--- src/sv/lorenz_ram.sv ---
// Generic RAM: one write port, two registered read ports.
// No dependencies.
module lorenz_ram #(
    parameter int WIDTH = 32,
    parameter int DEPTH = 16
) (
    input  logic                     clk,
    input  logic                     we,
    input  logic [$clog2(DEPTH)-1:0] waddr,
    input  logic [WIDTH-1:0]         wdata,
    input  logic [$clog2(DEPTH)-1:0] raddr_a,
    input  logic [$clog2(DEPTH)-1:0] raddr_b,
    output logic [WIDTH-1:0]         rdata_a,
    output logic [WIDTH-1:0]         rdata_b
);
    logic [WIDTH-1:0] mem [DEPTH];

    always_ff @(posedge clk)
    begin
        if (we)
        begin
            mem[waddr] <= wdata;
        end
        rdata_a <= mem[raddr_a];
        rdata_b <= mem[raddr_b];
    end
endmodule

--- config.mk ---
export PLATFORM = sky130hd
export DESIGN_NAME = lorenz_ram
export DESIGN_NICKNAME = d
export VERILOG_FILES = /design/src/sv/lorenz_ram.sv
export SDC_FILE = /design/constraint.sdc
export NUM_CORES = 1
export LEC_CHECK = 0
export BUFFER_PORTS_ARGS = -buffer_cell sky130_fd_sc_hd__buf_2
export CORE_MARGIN = 2
export CORE_UTILIZATION = 25
export CTS_CLUSTER_SIZE = 8
export DETAILED_ROUTE_END_ITERATION = 16
export PLACE_DENSITY_LB_ADDON = 0.08
export SETUP_SLACK_MARGIN = 0.05
export SLEW_MARGIN = 20
export SYNTH_ARGS = -nofsm -noshare
export SYNTH_HDL_FRONTEND = slang
export SYNTH_SLANG_ARGS = --single-unit
--- constraint.sdc ---
create_clock -name clk -period 4.9 [get_ports clk]
set_input_delay 0.98 -clock clk [delete_from_list [all_inputs] [get_ports clk]]
set_output_delay 0.98 -clock clk [all_outputs]
set_load 0.05 [all_outputs]
Word level (Yosys, flattened, before mapping):

Memory sizes are Yosys's and may differ from the RTL's. A register that Yosys moved wholly into a read port is not among the register bits.
Cells that the tools add are included.

* memories: 1
* word-level logic and storage cells: 3
* memory bits (writable): 512
* input port bits: 46
* register bits: 0

* multiplexer cells: 2

Memory list
* mem: depth 16, bits a word 32, rd ports 2, clocked after memory_dff 2, write ports 1, line 16 `logic [WIDTH-1:0] mem [DEPTH];`

Operator list (number)
* $mux W1: 2

Longest topological paths before layout:

* depth in word-level cells: 2
* gate-level depth with buffers: 5

Worst setup path after synthesis:

Ideal clock, no wire load.

* path type: input port to flip-flop
* from: input port waddr[2]
* to: memory mem[0][0] (enable)
* required time: 4.439 ns
* library setup time: 0.461 ns
* slack: 0.740 ns
* stages on the path: 2
* arrival time: 3.698 ns
* cell sequence: or3b_2 > nor3_1

RTL lines
* from (decl): line 9 `input logic [$clog2(DEPTH)-1:0] waddr,`
* to (decl): line 16

Straight into the memory's write port.

Worst setup path in the final report:

* from: register rdata_b[7], read port of mem
* to: output port rdata_b[7]

RTL lines
* from (decl): line 14 `output logic [WIDTH-1:0] rdata_b`

No word-level cell between the ends.

==> qor.txt <==
CORE AREA: 96280 µm²
Crit-path cells: buf_2
Worst Hold Launch: mem[12][8]$_DFFE_PP_
Mapped Cells: 1141
Mapped Area: 24190 µm²
Worst-path clk slew: 50 ps
Post-Syn Area per Cell: 21.20 µm²
Post-route insts no fill: 2635
DRT Pass-1 Iters: 5
Share of post-route cells with drive strength above 1: 38.69%
CP max FO: 1
Hold Vio Cnt, Final: 0
Outcome: completed
Yosys warnings: 0
Worst slew margin: 30.93%
Leak: 9.261 nW
Die ar.: 99260 µm²
Via count: 12.79k
Initial antenna violation count: 8
Final WS setup: 2444 ps
Synthesis-stage register bit count: 576
Critical Path Source Type: register
CP bufs+invs: 1
Sink Count: 576
Final period util: 50.13%
Fin nets: 1340
Die Ht: 315.1 µm
Area delta synth->final: 19.86%
Area of the multi-input gates: 7279 µm²
Hold Buf Count CTS: 0
Largest net degree at the start of global routing: 63
Max_cap viols: 0
Max-slew violations: 0
Combinational share of power: 8.9%
CTS resizes: 0
Int Power: 0.009064 W
Grt ovf: 0
CP Capture Type: output pin
Buffers on Ports: 109
Critical path type: register to output pin
Fmax: 0.4071 GHz
CTS buffer count: 82
H-tree levels: 3
Number of global-route vias before repair: 14.10k
WL/cell: 29.94 µm
Clk_skew: 26.25 ps
DIE WIDTH: 315.1 µm
# Post-CTS Setup Buffers: 0
Drt initial violations: 1113
Setup_tns: 0 ps
Post-route ant nets: 0
Syn Nets: 1187
Worst EP arrival: 1480 ps
Final core area utilization: 30.11%
Reg2Reg Setup Slack: 3470 ps
Pwr per Cell Area: 413.9 nW/µm²
Vias/cell: 4.854
Critical Path RT: 3920 ps
WL final: 78900 µm
Worst min path class: register to register
CTS tree: yes
Setup violators final: 0
Final weighted congestion in routability-driven placement: 0.6711
HPWL Detailed: 42480 µm
Global-route wire length before repair: 110000 µm
Worst Tran Pin Value: 1034 ps
DRC: 0
Min Tclk post-route: 2456 ps
Switching share of power: 24.46%
Worst-skew pair later-pin latency: 630 ps
Initial Utilization: 25.12%
Netlist cell types: 17
Clk pwr share: 44.6%
Row cnt: 114
Critical Path Slowest Stage Cell: dfxtp_1
I/O pins: 110
Sequential area share after synthesis: 68.86%
CP top delay family: flip-flops
Root buffer cell: clkbuf_16
Max VDD drop: 0.2233 mV
Sequential fraction of design power: 46.5%
Clock Tree Buf Depth: 3
CP peak stage delay: 510 ps
All-Layer GR Usage: 16.01%
Dpl ws: 1775 ps
CP startpoint: rdata_b[7]$_DFF_P_
Register area: 16660 µm²
Unrepaired setup endpoints after global routing: no
P_sw: 0.002936 W
Reg2Reg Launch Point: mem[8][29]$_DFFE_PP_
Placed cell count: 2486
Filler cells: 9392
[area by class of cell]
class / count / share of cell area, %
Tap cell: 1276 / 5.507
Sequential cell: 576 / 57.45
Clock buffer: 142 / 8.001
Clock inverter: 5 / 0.2158
Timing Repair Buffer: 155 / 3.703
Antenna cell: 2 / 0.01726
Multi-Input combinational cell: 479 / 25.11
[path summary, 6_finish.rpt]
| check | cells after the start | endpoint |
|---|---|---|
| worst max-delay path | 1 | rdata_b[7] |
| worst min register to register | 3 | rdata_b[8]$_DFF_P_ |
| worst max register to register | 3 | rdata_a[29]$_DFF_P_ |
| worst min-delay path | 3 | rdata_b[8]$_DFF_P_ |
[through the flow]
| stage | hold WS (ps) | total power [W] | area, µm² |
|---|---|---|---|
| 3_5_place_dp | 686.2 | 0.006769 | 26610 |
| 2_1_floorplan | 655.4 | 0.006337 | 24190 |
| 4_1_cts | 691.2 | 0.01221 | 28990 |
| 3_3_place_gp | 683.9 | 0.006771 | 26610 |
| 5_1_grt | 711.7 | 0.01246 | 28990 |
| 6_report | 696.8 | 0.01200 | 28990 |
[layout by cell type, fill, tap and decap left out]
cell type,synthesis,layout
dfxtp_1,64,64
inv_6,0,3
inv_16,0,1
clkbuf_1,39,58
nor2_4,0,14
buf_4,18,34
nor2b_4,0,4
buf_12,0,12
or3b_2,1,1
nand2_1,65,65
buf_8,0,2
nand3b_1,2,2
nor3_2,0,4
and2_2,0,2
clkinv_8,0,1
buf_2,16,105
edfxtp_1,512,512
diode_2,0,2
mux4_2,256,256
nand3_1,1,1
buf_6,0,2
a22oi_1,128,128
nand2b_1,2,2
clkbuf_16,0,84
[layer usage]
layer  up-vias  GRT usage, %  wire length (µm)
li1       5281             -                 -
met1      7030         22.77             36670
met2       364         25.17             37100
met3       112         2.960              3602
met4         4         4.123              1511
met5         -             0                21
[power groups by stage]
stage	clock, W	combinational, W	sequential, W
detailed placement	0	0.00109	0.00567
CTS	0.00554	0.00110	0.00558
finish	0.00536	0.00107	0.00558
floorplan	0	0.000474	0.00586
global placement	0	0.00110	0.00567
global route	0.00574	0.00114	0.00559
[cell families after synthesis]
| kind of cell | after synthesis | synth area share (%) |
|---|---|---|
| compound gates | 128 | 3.973 |
| buf+inv | 86 | 1.697 |
| flops | 576 | 68.86 |
| mux | 256 | 23.84 |
| simple gates | 95 | 1.635 |
[state kept, by name, indices dropped and copies added (netlist names)]
name	cells
rdata_a	32
rdata_b	32
mem	512
[synth_stat cells]
| cell type | n | share of area, % |
|---|---|---|
| nand2_1 | 65 | 1.0 |
| nor2_1 | 14 | 0.22 |
| buf_1 | 13 | 0.20 |
| edfxtp_1 | 512 | 64 |
| clkbuf_1 | 39 | 0.61 |
| nand3b_1 | 2 | 0.062 |
| and2_1 | 2 | 0.052 |
| nor3_1 | 4 | 0.083 |
| a22oi_1 | 128 | 4.0 |
| nand3_1 | 1 | 0.021 |
| nor2b_1 | 4 | 0.10 |
| dfxtp_1 | 64 | 5.3 |
| mux4_2 | 256 | 24 |
| buf_4 | 18 | 0.56 |
| or3b_2 | 1 | 0.036 |
| buf_2 | 16 | 0.33 |
| nand2b_1 | 2 | 0.052 |
Note: power is estimated with default switching activity, not from simulation.
