### src/sv/lorenz_pkg.sv
// Shared types, codes and microcode for the Lorenz integrator.
// Holds channel payload structs, ALU opcodes, operand codes and the program ROM.
// No dependencies.
package lorenz_pkg;

    localparam int WORD_BITS        = 32;
    localparam int FRAC_BITS        = 20;
    localparam int MAX_PICARD_ITERS = 8;
    localparam int SCRATCH_DEPTH    = 16;
    localparam int PC_W             = 7;
    localparam int IO_W             = 32;
    localparam int STEP_W           = 21;
    localparam int METHOD_W         = 3;
    localparam int PICARD_W         = 4;
    localparam int CFG_IDX_W        = 2;

    // Command beat.
    typedef struct packed {
        logic                   kind;
        logic signed [IO_W-1:0] load_x;
        logic signed [IO_W-1:0] load_y;
        logic signed [IO_W-1:0] load_z;
    } cmd_t;

    // Result beat.
    typedef struct packed {
        logic signed [IO_W-1:0] out_x;
        logic signed [IO_W-1:0] out_y;
        logic signed [IO_W-1:0] out_z;
        logic                   saturated;
    } res_t;

    localparam logic KIND_LOAD    = 1'b0;
    localparam logic KIND_ADVANCE = 1'b1;

    typedef logic [CFG_IDX_W-1:0] cfg_idx_t;
    localparam cfg_idx_t CFG_METHOD = 2'd0;
    localparam cfg_idx_t CFG_STEP   = 2'd1;
    localparam cfg_idx_t CFG_PICARD = 2'd2;

    typedef logic [METHOD_W-1:0] method_t;
    localparam method_t M_EULER  = 3'd0;
    localparam method_t M_HEUN   = 3'd1;
    localparam method_t M_TAYLOR = 3'd2;
    localparam method_t M_PICARD = 3'd3;
    localparam method_t M_RK4    = 3'd4;

    typedef enum logic [3:0] {
        OP_ADD,
        OP_SUB,
        OP_MUL,
        OP_HALF,
        OP_CALL,
        OP_RET,
        OP_DISP,
        OP_JZ,
        OP_JMP,
        OP_END
    } op_t;

    // Operand codes: below 16 address the scratch RAM, above select specials.
    typedef logic [4:0] src_t;
    localparam src_t S_K1X  = 5'd0;
    localparam src_t S_K1Y  = 5'd1;
    localparam src_t S_K1Z  = 5'd2;
    localparam src_t S_ACX  = 5'd3;
    localparam src_t S_ACY  = 5'd4;
    localparam src_t S_ACZ  = 5'd5;
    localparam src_t S_QX   = 5'd6;
    localparam src_t S_QY   = 5'd7;
    localparam src_t S_QZ   = 5'd8;
    localparam src_t S_T0   = 5'd9;
    localparam src_t S_T1   = 5'd10;
    localparam src_t S_DX   = 5'd11;
    localparam src_t S_DY   = 5'd12;
    localparam src_t S_DZ   = 5'd13;
    localparam src_t S_PX   = 5'd16;
    localparam src_t S_PY   = 5'd17;
    localparam src_t S_PZ   = 5'd18;
    localparam src_t S_SIG  = 5'd19;
    localparam src_t S_RHO  = 5'd20;
    localparam src_t S_BETA = 5'd21;
    localparam src_t S_H    = 5'd22;
    localparam src_t S_HH   = 5'd23;
    localparam src_t S_H6   = 5'd24;
    localparam src_t S_ZERO = 5'd25;

    typedef logic [PC_W-1:0] pc_t;

    typedef struct packed {
        op_t  op;
        src_t a;
        src_t b;
        src_t d;
        pc_t  tgt;
    } uop_t;

    localparam pc_t PC_DERIV    = 7'd8;
    localparam pc_t PC_EULER    = 7'd17;
    localparam pc_t PC_HEUN     = 7'd24;
    localparam pc_t PC_TAYLOR   = 7'd41;
    localparam pc_t PC_PIC      = 7'd68;
    localparam pc_t PC_PIC_EXIT = 7'd80;
    localparam pc_t PC_RK4      = 7'd84;
    localparam pc_t PC_LAST     = 7'd126;

    function automatic uop_t mk(input op_t op, input src_t a, input src_t b, input src_t d);
        uop_t u;
        u.op  = op;
        u.a   = a;
        u.b   = b;
        u.d   = d;
        u.tgt = '0;
        return u;
    endfunction

    function automatic uop_t mkj(input op_t op, input pc_t tgt);
        uop_t u;
        u.op  = op;
        u.a   = S_ZERO;
        u.b   = S_ZERO;
        u.d   = S_ZERO;
        u.tgt = tgt;
        return u;
    endfunction

    function automatic pc_t method_entry(input method_t m);
        pc_t p;
        case (m)
            M_EULER:  p = PC_EULER;
            M_HEUN:   p = PC_HEUN;
            M_TAYLOR: p = PC_TAYLOR;
            M_PICARD: p = PC_PIC;
            default:  p = PC_RK4;
        endcase
        return p;
    endfunction

    // (h + 3) / 6 through a reciprocal; exact for h below 2^23.
    function automatic logic [STEP_W-1:0] div6(input logic [STEP_W-1:0] h);
        logic [STEP_W:0]   t;
        logic [45:0]       m;
        t = {1'b0, h} + (STEP_W+1)'(3);
        m = 46'(t) * 46'd5592406;
        return m[45:25];
    endfunction

    // Program ROM. Derivative routine reads Q and writes D.
    function automatic uop_t ucode(input pc_t pc);
        uop_t u;
        case (pc)
            // prologue: Q = P, K1 = f(P), branch on method
            7'd0:   u = mk(OP_ADD, S_PX, S_ZERO, S_QX);
            7'd1:   u = mk(OP_ADD, S_PY, S_ZERO, S_QY);
            7'd2:   u = mk(OP_ADD, S_PZ, S_ZERO, S_QZ);
            7'd3:   u = mkj(OP_CALL, PC_DERIV);
            7'd4:   u = mk(OP_ADD, S_DX, S_ZERO, S_K1X);
            7'd5:   u = mk(OP_ADD, S_DY, S_ZERO, S_K1Y);
            7'd6:   u = mk(OP_ADD, S_DZ, S_ZERO, S_K1Z);
            7'd7:   u = mkj(OP_DISP, '0);
            // derivative
            7'd8:   u = mk(OP_SUB, S_QY, S_QX, S_T0);
            7'd9:   u = mk(OP_MUL, S_SIG, S_T0, S_DX);
            7'd10:  u = mk(OP_SUB, S_RHO, S_QZ, S_T0);
            7'd11:  u = mk(OP_MUL, S_QX, S_T0, S_T0);
            7'd12:  u = mk(OP_SUB, S_T0, S_QY, S_DY);
            7'd13:  u = mk(OP_MUL, S_QX, S_QY, S_T0);
            7'd14:  u = mk(OP_MUL, S_BETA, S_QZ, S_T1);
            7'd15:  u = mk(OP_SUB, S_T0, S_T1, S_DZ);
            7'd16:  u = mkj(OP_RET, '0);
            // Euler
            7'd17:  u = mk(OP_MUL, S_H, S_K1X, S_T0);
            7'd18:  u = mk(OP_ADD, S_PX, S_T0, S_PX);
            7'd19:  u = mk(OP_MUL, S_H, S_K1Y, S_T0);
            7'd20:  u = mk(OP_ADD, S_PY, S_T0, S_PY);
            7'd21:  u = mk(OP_MUL, S_H, S_K1Z, S_T0);
            7'd22:  u = mk(OP_ADD, S_PZ, S_T0, S_PZ);
            7'd23:  u = mkj(OP_END, '0);
            // Heun
            7'd24:  u = mk(OP_MUL, S_H, S_K1X, S_T0);
            7'd25:  u = mk(OP_ADD, S_PX, S_T0, S_QX);
            7'd26:  u = mk(OP_MUL, S_H, S_K1Y, S_T0);
            7'd27:  u = mk(OP_ADD, S_PY, S_T0, S_QY);
            7'd28:  u = mk(OP_MUL, S_H, S_K1Z, S_T0);
            7'd29:  u = mk(OP_ADD, S_PZ, S_T0, S_QZ);
            7'd30:  u = mkj(OP_CALL, PC_DERIV);
            7'd31:  u = mk(OP_ADD, S_K1X, S_DX, S_K1X);
            7'd32:  u = mk(OP_ADD, S_K1Y, S_DY, S_K1Y);
            7'd33:  u = mk(OP_ADD, S_K1Z, S_DZ, S_K1Z);
            7'd34:  u = mk(OP_MUL, S_HH, S_K1X, S_T0);
            7'd35:  u = mk(OP_ADD, S_PX, S_T0, S_PX);
            7'd36:  u = mk(OP_MUL, S_HH, S_K1Y, S_T0);
            7'd37:  u = mk(OP_ADD, S_PY, S_T0, S_PY);
            7'd38:  u = mk(OP_MUL, S_HH, S_K1Z, S_T0);
            7'd39:  u = mk(OP_ADD, S_PZ, S_T0, S_PZ);
            7'd40:  u = mkj(OP_END, '0);
            // Taylor: second derivative into Q, hq into DX
            7'd41:  u = mk(OP_SUB, S_K1Y, S_K1X, S_T0);
            7'd42:  u = mk(OP_MUL, S_SIG, S_T0, S_QX);
            7'd43:  u = mk(OP_SUB, S_RHO, S_PZ, S_T0);
            7'd44:  u = mk(OP_MUL, S_K1X, S_T0, S_T0);
            7'd45:  u = mk(OP_MUL, S_K1Z, S_PX, S_T1);
            7'd46:  u = mk(OP_SUB, S_T0, S_T1, S_T0);
            7'd47:  u = mk(OP_SUB, S_T0, S_K1Y, S_QY);
            7'd48:  u = mk(OP_MUL, S_K1Y, S_PX, S_T0);
            7'd49:  u = mk(OP_MUL, S_K1X, S_PY, S_T1);
            7'd50:  u = mk(OP_ADD, S_T0, S_T1, S_T0);
            7'd51:  u = mk(OP_MUL, S_BETA, S_K1Z, S_T1);
            7'd52:  u = mk(OP_SUB, S_T0, S_T1, S_QZ);
            7'd53:  u = mk(OP_MUL, S_H, S_H, S_T0);
            7'd54:  u = mk(OP_HALF, S_T0, S_ZERO, S_DX);
            7'd55:  u = mk(OP_MUL, S_H, S_K1X, S_T0);
            7'd56:  u = mk(OP_ADD, S_PX, S_T0, S_T0);
            7'd57:  u = mk(OP_MUL, S_DX, S_QX, S_T1);
            7'd58:  u = mk(OP_ADD, S_T0, S_T1, S_PX);
            7'd59:  u = mk(OP_MUL, S_H, S_K1Y, S_T0);
            7'd60:  u = mk(OP_ADD, S_PY, S_T0, S_T0);
            7'd61:  u = mk(OP_MUL, S_DX, S_QY, S_T1);
            7'd62:  u = mk(OP_ADD, S_T0, S_T1, S_PY);
            7'd63:  u = mk(OP_MUL, S_H, S_K1Z, S_T0);
            7'd64:  u = mk(OP_ADD, S_PZ, S_T0, S_T0);
            7'd65:  u = mk(OP_MUL, S_DX, S_QZ, S_T1);
            7'd66:  u = mk(OP_ADD, S_T0, S_T1, S_PZ);
            7'd67:  u = mkj(OP_END, '0);
            // Picard
            7'd68:  u = mkj(OP_JZ, PC_PIC_EXIT);
            7'd69:  u = mkj(OP_CALL, PC_DERIV);
            7'd70:  u = mk(OP_ADD, S_K1X, S_DX, S_DX);
            7'd71:  u = mk(OP_ADD, S_K1Y, S_DY, S_DY);
            7'd72:  u = mk(OP_ADD, S_K1Z, S_DZ, S_DZ);
            7'd73:  u = mk(OP_MUL, S_HH, S_DX, S_T0);
            7'd74:  u = mk(OP_ADD, S_PX, S_T0, S_QX);
            7'd75:  u = mk(OP_MUL, S_HH, S_DY, S_T0);
            7'd76:  u = mk(OP_ADD, S_PY, S_T0, S_QY);
            7'd77:  u = mk(OP_MUL, S_HH, S_DZ, S_T0);
            7'd78:  u = mk(OP_ADD, S_PZ, S_T0, S_QZ);
            7'd79:  u = mkj(OP_JMP, PC_PIC);
            7'd80:  u = mk(OP_ADD, S_QX, S_ZERO, S_PX);
            7'd81:  u = mk(OP_ADD, S_QY, S_ZERO, S_PY);
            7'd82:  u = mk(OP_ADD, S_QZ, S_ZERO, S_PZ);
            7'd83:  u = mkj(OP_END, '0);
            // RK4
            7'd84:  u = mk(OP_MUL, S_HH, S_K1X, S_T0);
            7'd85:  u = mk(OP_ADD, S_PX, S_T0, S_QX);
            7'd86:  u = mk(OP_MUL, S_HH, S_K1Y, S_T0);
            7'd87:  u = mk(OP_ADD, S_PY, S_T0, S_QY);
            7'd88:  u = mk(OP_MUL, S_HH, S_K1Z, S_T0);
            7'd89:  u = mk(OP_ADD, S_PZ, S_T0, S_QZ);
            7'd90:  u = mkj(OP_CALL, PC_DERIV);
            7'd91:  u = mk(OP_ADD, S_DX, S_DX, S_ACX);
            7'd92:  u = mk(OP_ADD, S_K1X, S_ACX, S_ACX);
            7'd93:  u = mk(OP_ADD, S_DY, S_DY, S_ACY);
            7'd94:  u = mk(OP_ADD, S_K1Y, S_ACY, S_ACY);
            7'd95:  u = mk(OP_ADD, S_DZ, S_DZ, S_ACZ);
            7'd96:  u = mk(OP_ADD, S_K1Z, S_ACZ, S_ACZ);
            7'd97:  u = mk(OP_MUL, S_HH, S_DX, S_T0);
            7'd98:  u = mk(OP_ADD, S_PX, S_T0, S_QX);
            7'd99:  u = mk(OP_MUL, S_HH, S_DY, S_T0);
            7'd100: u = mk(OP_ADD, S_PY, S_T0, S_QY);
            7'd101: u = mk(OP_MUL, S_HH, S_DZ, S_T0);
            7'd102: u = mk(OP_ADD, S_PZ, S_T0, S_QZ);
            7'd103: u = mkj(OP_CALL, PC_DERIV);
            7'd104: u = mk(OP_ADD, S_DX, S_DX, S_K1X);
            7'd105: u = mk(OP_ADD, S_DY, S_DY, S_K1Y);
            7'd106: u = mk(OP_ADD, S_DZ, S_DZ, S_K1Z);
            7'd107: u = mk(OP_MUL, S_H, S_DX, S_T0);
            7'd108: u = mk(OP_ADD, S_PX, S_T0, S_QX);
            7'd109: u = mk(OP_MUL, S_H, S_DY, S_T0);
            7'd110: u = mk(OP_ADD, S_PY, S_T0, S_QY);
            7'd111: u = mk(OP_MUL, S_H, S_DZ, S_T0);
            7'd112: u = mk(OP_ADD, S_PZ, S_T0, S_QZ);
            7'd113: u = mkj(OP_CALL, PC_DERIV);
            7'd114: u = mk(OP_ADD, S_K1X, S_DX, S_K1X);
            7'd115: u = mk(OP_ADD, S_K1Y, S_DY, S_K1Y);
            7'd116: u = mk(OP_ADD, S_K1Z, S_DZ, S_K1Z);
            7'd117: u = mk(OP_ADD, S_ACX, S_K1X, S_ACX);
            7'd118: u = mk(OP_ADD, S_ACY, S_K1Y, S_ACY);
            7'd119: u = mk(OP_ADD, S_ACZ, S_K1Z, S_ACZ);
            7'd120: u = mk(OP_MUL, S_H6, S_ACX, S_T0);
            7'd121: u = mk(OP_ADD, S_PX, S_T0, S_PX);
            7'd122: u = mk(OP_MUL, S_H6, S_ACY, S_T0);
            7'd123: u = mk(OP_ADD, S_PY, S_T0, S_PY);
            7'd124: u = mk(OP_MUL, S_H6, S_ACZ, S_T0);
            7'd125: u = mk(OP_ADD, S_PZ, S_T0, S_PZ);
            default: u = mkj(OP_END, '0);
        endcase
        return u;
    endfunction

endpackage

### src/sv/lorenz_alu.sv
// Shared saturating fixed-point unit: add, subtract, rounded multiply, halve.
// Depends on lorenz_pkg for the opcode type.
module lorenz_alu #(
    parameter int WORD_BITS = 32,
    parameter int FRAC_BITS = 20
) (
    input  lorenz_pkg::op_t              op,
    input  logic signed [WORD_BITS-1:0]  a,
    input  logic signed [WORD_BITS-1:0]  b,
    output logic signed [WORD_BITS-1:0]  res,
    output logic                         sat
);
    import lorenz_pkg::*;

    localparam int W     = WORD_BITS;
    localparam int MAG_W = 2 * W + 1 - FRAC_BITS;
    localparam logic [W-1:0]     SMAX   = {1'b0, {(W-1){1'b1}}};
    localparam logic [W-1:0]     SMIN   = {1'b1, {(W-1){1'b0}}};
    localparam logic [2*W:0]     HALF_R = (2*W+1)'(1) << (FRAC_BITS - 1);
    localparam logic [MAG_W-1:0] LIM_P  = MAG_W'(SMAX);
    localparam logic [MAG_W-1:0] LIM_N  = MAG_W'(SMIN);

    logic [W-1:0]     ua;
    logic [W-1:0]     ub;
    logic [2*W-1:0]   prod;
    logic [2*W:0]     rnd;
    logic [MAG_W-1:0] mag;
    logic             neg;
    logic [W:0]       s;

    always_comb
    begin
        ua   = a[W-1] ? ($unsigned(~a) + W'(1)) : $unsigned(a);
        ub   = b[W-1] ? ($unsigned(~b) + W'(1)) : $unsigned(b);
        prod = (2*W)'(ua) * (2*W)'(ub);
        rnd  = {1'b0, prod} + HALF_R;
        mag  = rnd[2*W:FRAC_BITS];
        neg  = a[W-1] ^ b[W-1];
        s    = '0;
        res  = '0;
        sat  = 1'b0;
        case (op)
            OP_ADD, OP_SUB:
            begin
                if (op == OP_ADD)
                    s = {a[W-1], a} + {b[W-1], b};
                else
                    s = {a[W-1], a} - {b[W-1], b};
                if (s[W] != s[W-1])
                begin
                    sat = 1'b1;
                    res = s[W] ? SMIN : SMAX;
                end
                else
                begin
                    res = s[W-1:0];
                end
            end
            OP_MUL:
            begin
                if (!neg && mag > LIM_P)
                begin
                    sat = 1'b1;
                    res = SMAX;
                end
                else if (neg && mag > LIM_N)
                begin
                    sat = 1'b1;
                    res = SMIN;
                end
                else
                begin
                    res = neg ? (~mag[W-1:0] + W'(1)) : mag[W-1:0];
                end
            end
            OP_HALF:
            begin
                s   = {a[W-1], a} + (W+1)'(1);
                res = s[W:1];
            end
            default:
            begin
                res = '0;
            end
        endcase
    end
endmodule

### config.mk
export PLATFORM = sky130hd
export DESIGN_NAME = lorenz_alu
export DESIGN_NICKNAME = d
export VERILOG_FILES = /design/src/sv/lorenz_pkg.sv /design/src/sv/lorenz_alu.sv
export SDC_FILE = /design/constraint.sdc
export NUM_CORES = 2
export LEC_CHECK = 0
export BUFFER_PORTS_ARGS = -buffer_cell sky130_fd_sc_hd__buf_4
export CAP_MARGIN = 15
export CORE_MARGIN = 2
export CORE_UTILIZATION = 49
export DETAILED_ROUTE_END_ITERATION = 8
export PLACE_DENSITY_LB_ADDON = 0.08
export RECOVER_POWER = 100
export SETUP_SLACK_MARGIN = 0.15
export SLEW_MARGIN = 20
export SYNTH_ARGS = -nofsm -noshare
export SYNTH_HDL_FRONTEND = slang
export SYNTH_SLANG_ARGS = --single-unit
export TNS_END_PERCENT = 1
### constraint.sdc
create_clock -name vclk -period 31.6
set_input_delay 1.58 -clock vclk [all_inputs]
set_output_delay 1.58 -clock vclk [all_outputs]
set_load 0.1 [all_outputs]
==> After elaboration in Yosys (flattened, before gate mapping) <==
Cells that the tools add are included.
{ "classes": {"add_sub_neg": 7, "mul": 1, "order_cmp": 2, "n_eq_ne": 4, "mux": 14, "bitwise": 4, "reduce_logical": 5} }
{ "ops": {"columns": ["operator", "n"], "rows": [
  ["32-bit 2-to-1 mux", 7],
  ["32-bit by 1-bit adder with 32-bit output (second input constant)", 3],
  ["32-bit NOT", 3],
  ["32-bit one-hot mux with 3 select lines", 1],
  ["33-bit 2-to-1 mux", 2],
  ["64-bit by 20-bit adder with 65-bit output (second input constant)", 1],
  ["32-bit by 32-bit multiplier with 64-bit output", 1],
  ["45-bit by 31-bit greater-than comparator with 1-bit output (second input constant)", 1],
  ["45-bit by 32-bit greater-than comparator with 1-bit output (second input constant)", 1],
  ["32-bit by 2-bit adder with 33-bit output (second input constant)", 1],
  ["32-bit by 32-bit adder with 33-bit output", 1],
  ["32-bit by 32-bit subtractor with 33-bit output", 1],
  ["4-bit by 2-bit equality test with 1-bit output (second input constant)", 2],
  ["4-bit by 1-bit equality test with 1-bit output (second input constant)", 1],
  ["4-bit zero test", 1],
  ["1-bit 2-to-1 mux", 3],
  ["1-bit logical AND", 2],
  ["1-bit one-hot mux with 2 select lines", 1],
  ["2-bit OR reduction", 1],
  ["1-bit zero test", 1],
  ["1-bit != test", 1],
  ["1-bit bitwise XOR", 1]
]} }
{ "totals": {"reg_bits": 0, "input_bits": 68, "out_inout_bits": 33, "word_cells": 37} }

==> Logic depth before layout (Yosys ltp) <==
{ "logic_depth": {"depth_word": 11, "ltp_mapped": 44, "ltp_nobuf": 40} }

==> Worst setup path after synthesis <==
No wires, ideal clock.
{ "synth_path": {"kind": "input -> output", "startpoint": "input port a[2]", "endpoint": "output port res[31]", "arrival_time_ns": 14.118, "t_required_ns": 30.020, "setup_slack_ns": 15.902, "stages": 38, "path_buffers": 3, "path_cell_list": "clkbuf_1 > nor4_1 > inv_1 > nor3_1 > nand3_1 > or4_1 > or3_1 > or3_1 > o41ai_2 > xnor2_1 > clkbuf_1 > nand2_1 > fa_1 > inv_1 > fa_1 > inv_1 > fa_1 > fa_1 > (+2 left out) > fa_1 > fa_1 > inv_1 > fa_1 > inv_1 > ha_1 > clkbuf_1 > nand4_1 > nor4_1 > nand3_1 > o32ai_1 > o31ai_1 > a21boi_0 > o211ai_1 > or4_1 > or3_1 > mux2i_1 > o31ai_1"} }
{ "synth_via": {"elab_chain_cells": 11, "word_cells_on_any_way": 23, "cone_classes": "6 x add/sub; 1 x mul; 2 x order compare; 1 x eq/ne; 9 x mux; 2 x bitwise; 2 x reduce/logical"} }
{ "synth_lines": {"columns": ["element", "line", "source"], "rows": [
  ["from (decl)", "lorenz_alu.sv:8", "input logic signed [WORD_BITS-1:0] a,"],
  ["32-bit NOT", "lorenz_alu.sv:33", "ua = a[W-1] ? ($unsigned(~a) + W'(1)) : $unsigned(a);"],
  ["32-bit by 1-bit adder with 32-bit output", "lorenz_alu.sv:33", null],
  ["32-bit 2-to-1 mux", "lorenz_alu.sv:33", null],
  ["32-bit by 32-bit multiplier with 64-bit output", "lorenz_alu.sv:35", "prod = (2*W)'(ua) * (2*W)'(ub);"],
  ["64-bit by 20-bit adder with 65-bit output", "lorenz_alu.sv:36", "rnd = {1'b0, prod} + HALF_R;"],
  ["32-bit NOT", "lorenz_alu.sv:73", "res = neg ? (~mag[W-1:0] + W'(1)) : mag[W-1:0];"],
  ["32-bit by 1-bit adder with 32-bit output", "lorenz_alu.sv:73", null],
  ["32-bit 2-to-1 mux", "lorenz_alu.sv:73", null],
  ["32-bit 2-to-1 mux", "lorenz_alu.sv:66", "else if (neg && mag > LIM_N)"],
  ["32-bit 2-to-1 mux", "lorenz_alu.sv:61", "if (!neg && mag > LIM_P)"],
  ["32-bit one-hot mux with 3 select lines (*)", "lorenz_alu.sv:42", "case (op)"],
  ["to (decl)", "lorenz_alu.sv:10", "output logic signed [WORD_BITS-1:0] res,"]
]} }
Mark *: on every way between the ends. The rest lies on a longest branch, timed or not. The select of a mux whose other input is x is not followed.

==> Final worst setup path <==
{ "layout_path": {"startpoint": "input port a[2]", "endpoint": "output port res[17]"} }
The elaborated chain is that of the path after synthesis.

==> metrics.txt <==
outcome=finished, final reports clean; cell mode on critical path=fa_1; hold buffers post-CTS=0; Die X=291 um; die area=between 0.08 and 0.09 mm2; Synth Area per Inst=about 8 um2; area leader, netlist=fa_1; Post-Syn Area=0.0403 mm2; postcts setup bufs=0; area delta synth->final=6.40%; crit share post-route=56.3%; vias in the first global route=36400; crit-path max cell delay=1.02 ns; global-route wire length before repair=231000 um; Tmin final=17.80 ns; PostCTS Resize Cnt=0; total track usage=36.6%; 1st-pass router iterations=6; antenna violations before repair=3; Hold Crit Class=in2out; kind of start point of the critical path=input port; Fin Setup TNS=0 ns; antenna viol nets, final=0; Slew Viols, Final=0; clk_buf instances=0; Netlist cell types=91; Worst Hold Launch=op[0]; Core Rows=105; yosys warns=0; dpl hpwl=between 100000 and 150000 um; largest cells by area after synthesis=fa_1, ha_1, inv_1; vias per cell=5.89; 1st-iter DRT viols=3223; slowest stage cell on the critical path=xor2_1; Port Buffers=101; Sequential Area=0 um2; Initial Util=49.3%; CORE AREA=0.0817 mm2; final net count=6246; final hold violation count=0; total number of vias=35500; Max Clock Freq=0.0562 GHz; Routed WL=152000 um; Critical Path RT=30.02 ns; CP Data Arrival Time=16.22 ns; wire per inst=between 20 and 30 um; largest net degree at the start of global routing=46; CP max FO=29; Placer Congestion=1.04; total gr overflow=0; Die Span Y=approximately 290 um; RSZ-0062 raised after global routing=false; final worst slack=13.80 ns; DRC Markers=0; worst slew pin tran=between 1 and 1.5 ns; post-synthesis cell count=around 5000; DP Worst Slack=15.59 ns; sequential fraction of the synthesis area=0%; Worst setup EP type=output port; IO Pins=101; share of the synthesized area in the top cell type=between 40 and 50%; share of cells above drive strength 1=6.04%; end of the worst hold path=sat; Worst slew margin=15.8%; WHS Path Cells=5; Max Cap Viol=0; Seq cells=0; Fill cells=8126; Setup CP Type=in2out; Syn Nets=6294; final setup violation count=0
logic make-up after synthesis:
logic type | after synthesis | synth area share, %
adder cells (fa/ha/maj) | 1228 | 54.9
XOR/XNOR | 244 | 5.30
buffers and inverters | 1243 | 11.6
AO/OA/AOI/OAI | 589 | 9.78
AND/OR/NAND/NOR | 1687 | 18.2
multiplexers | 7 | 0.199
metal layers:
| layer | routed length [um] | part of all wire (%) | track usage, % | vias to the layer above |
|---|---|---|---|---|
| met5 | 0 | 0 | 0 | - |
| met1 | 61700 | 41 | 50.3 | 18300 |
| met4 | 9390 | 6.2 | 17.6 | 0 |
| li1 | - | - | - | 15400 |
| met3 | 12100 | 7.9 | 4.63 | 292 |
| met2 | 68600 | 45 | 57.7 | 1554 |
synth_stat cells (9+ instances only):
| library cell | instances |
|---|---|
| a211oi_1 | 17 |
| a21boi_0 | 9 |
| nor3_1 | 47 |
| xnor2_1 | 141 |
| o31ai_1 | 36 |
| a21o_1 | 51 |
| a31oi_1 | 16 |
| buf_2 | 12 |
| ha_1 | 329 |
| nor4b_1 | 10 |
| or2_2 | 10 |
| nand3_1 | 43 |
| o21a_1 | 18 |
| inv_1 | 973 |
| xor2_1 | 103 |
| or3_1 | 25 |
| nor4_1 | 20 |
| nand2_1 | 598 |
| and3_1 | 21 |
| o21ai_1 | 11 |
| clkbuf_1 | 245 |
| nand2b_1 | 25 |
| o21ai_0 | 117 |
| or4_1 | 13 |
| o211ai_1 | 29 |
| o41ai_1 | 15 |
| a22oi_1 | 25 |
| a21oi_1 | 147 |
| nor2_1 | 710 |
| fa_1 | 899 |
| o2111ai_1 | 17 |
| and2_1 | 46 |
| nand4_1 | 66 |
| buf_1 | 12 |
layout by cell type, fill, tap and decap left out, types with 9 or more instances in the layout:
master and n:
o21ai_1 12, nand2_1 598, o21ai_0 116, inv_1 973, xnor2_2 25, o2111ai_1 17
and3_1 21, xor2_1 76, o21a_1 18, a22oi_1 25, a21o_1 51, fa_1 899
a21boi_0 9, xnor2_4 11, nor2_1 710, o211ai_1 29, nor4_1 18, o41ai_1 15
xnor2_1 105, a21oi_1 147, nand2b_1 25, nor3_1 46, o31ai_1 36, nand4_1 66
and2_1 46, a211oi_1 17, a31oi_1 16, clkbuf_1 32, buf_4 186, or2_2 10
nand3_1 43, nor4b_1 9, xor2_2 19, or3_1 25, ha_1 329, or4_1 13
stage by stage:
stage	util (%)	area, um2	hold WS, ns	std cells
2_1_floorplan	-	40300	3.70	4998
3_3_place_gp	52.5	42900	3.83	6016
3_5_place_dp	52.6	43000	3.84	6017
4_1_cts	52.6	43000	3.84	6017
5_1_grt	52.5	42900	3.92	6018
6_report	52.5	42900	3.91	6022
worst max-delay path, delay by kind of cell:
kind	cells	cell delay, ns
AO/OA/AOI/OAI	7	2.58
buffers and inverters	9	2.63
XOR/XNOR	1	1.02
adder cells (fa/ha/maj)	9	4.49
AND/OR/NAND/NOR	11	3.91
final cells by class:
type / instances / area (um2) / share of cell area (%)
antenna: 4 / 10.0 / 0.0233
inverter: 973 / 3650 / 8.52
multi-input combinational: 3755 / 36300 / 84.8
tap: 1070 / 1340 / 3.12
timing repair buffer: 220 / 1540 / 3.59
worst max-delay path by stage:
| stage | start | end | slack [ns] | cells after the start |
|---|---|---|---|---|
| floorplan | a[2] | res[31] | 15.90 | 38 |
| global placement | a[2] | res[0] | 15.43 | 37 |
| detailed placement | a[2] | res[29] | 15.59 | 36 |
| CTS | a[2] | res[29] | 15.48 | 36 |
| global route | a[2] | res[17] | 13.16 | 37 |
| finish | a[2] | res[17] | 13.80 | 37 |
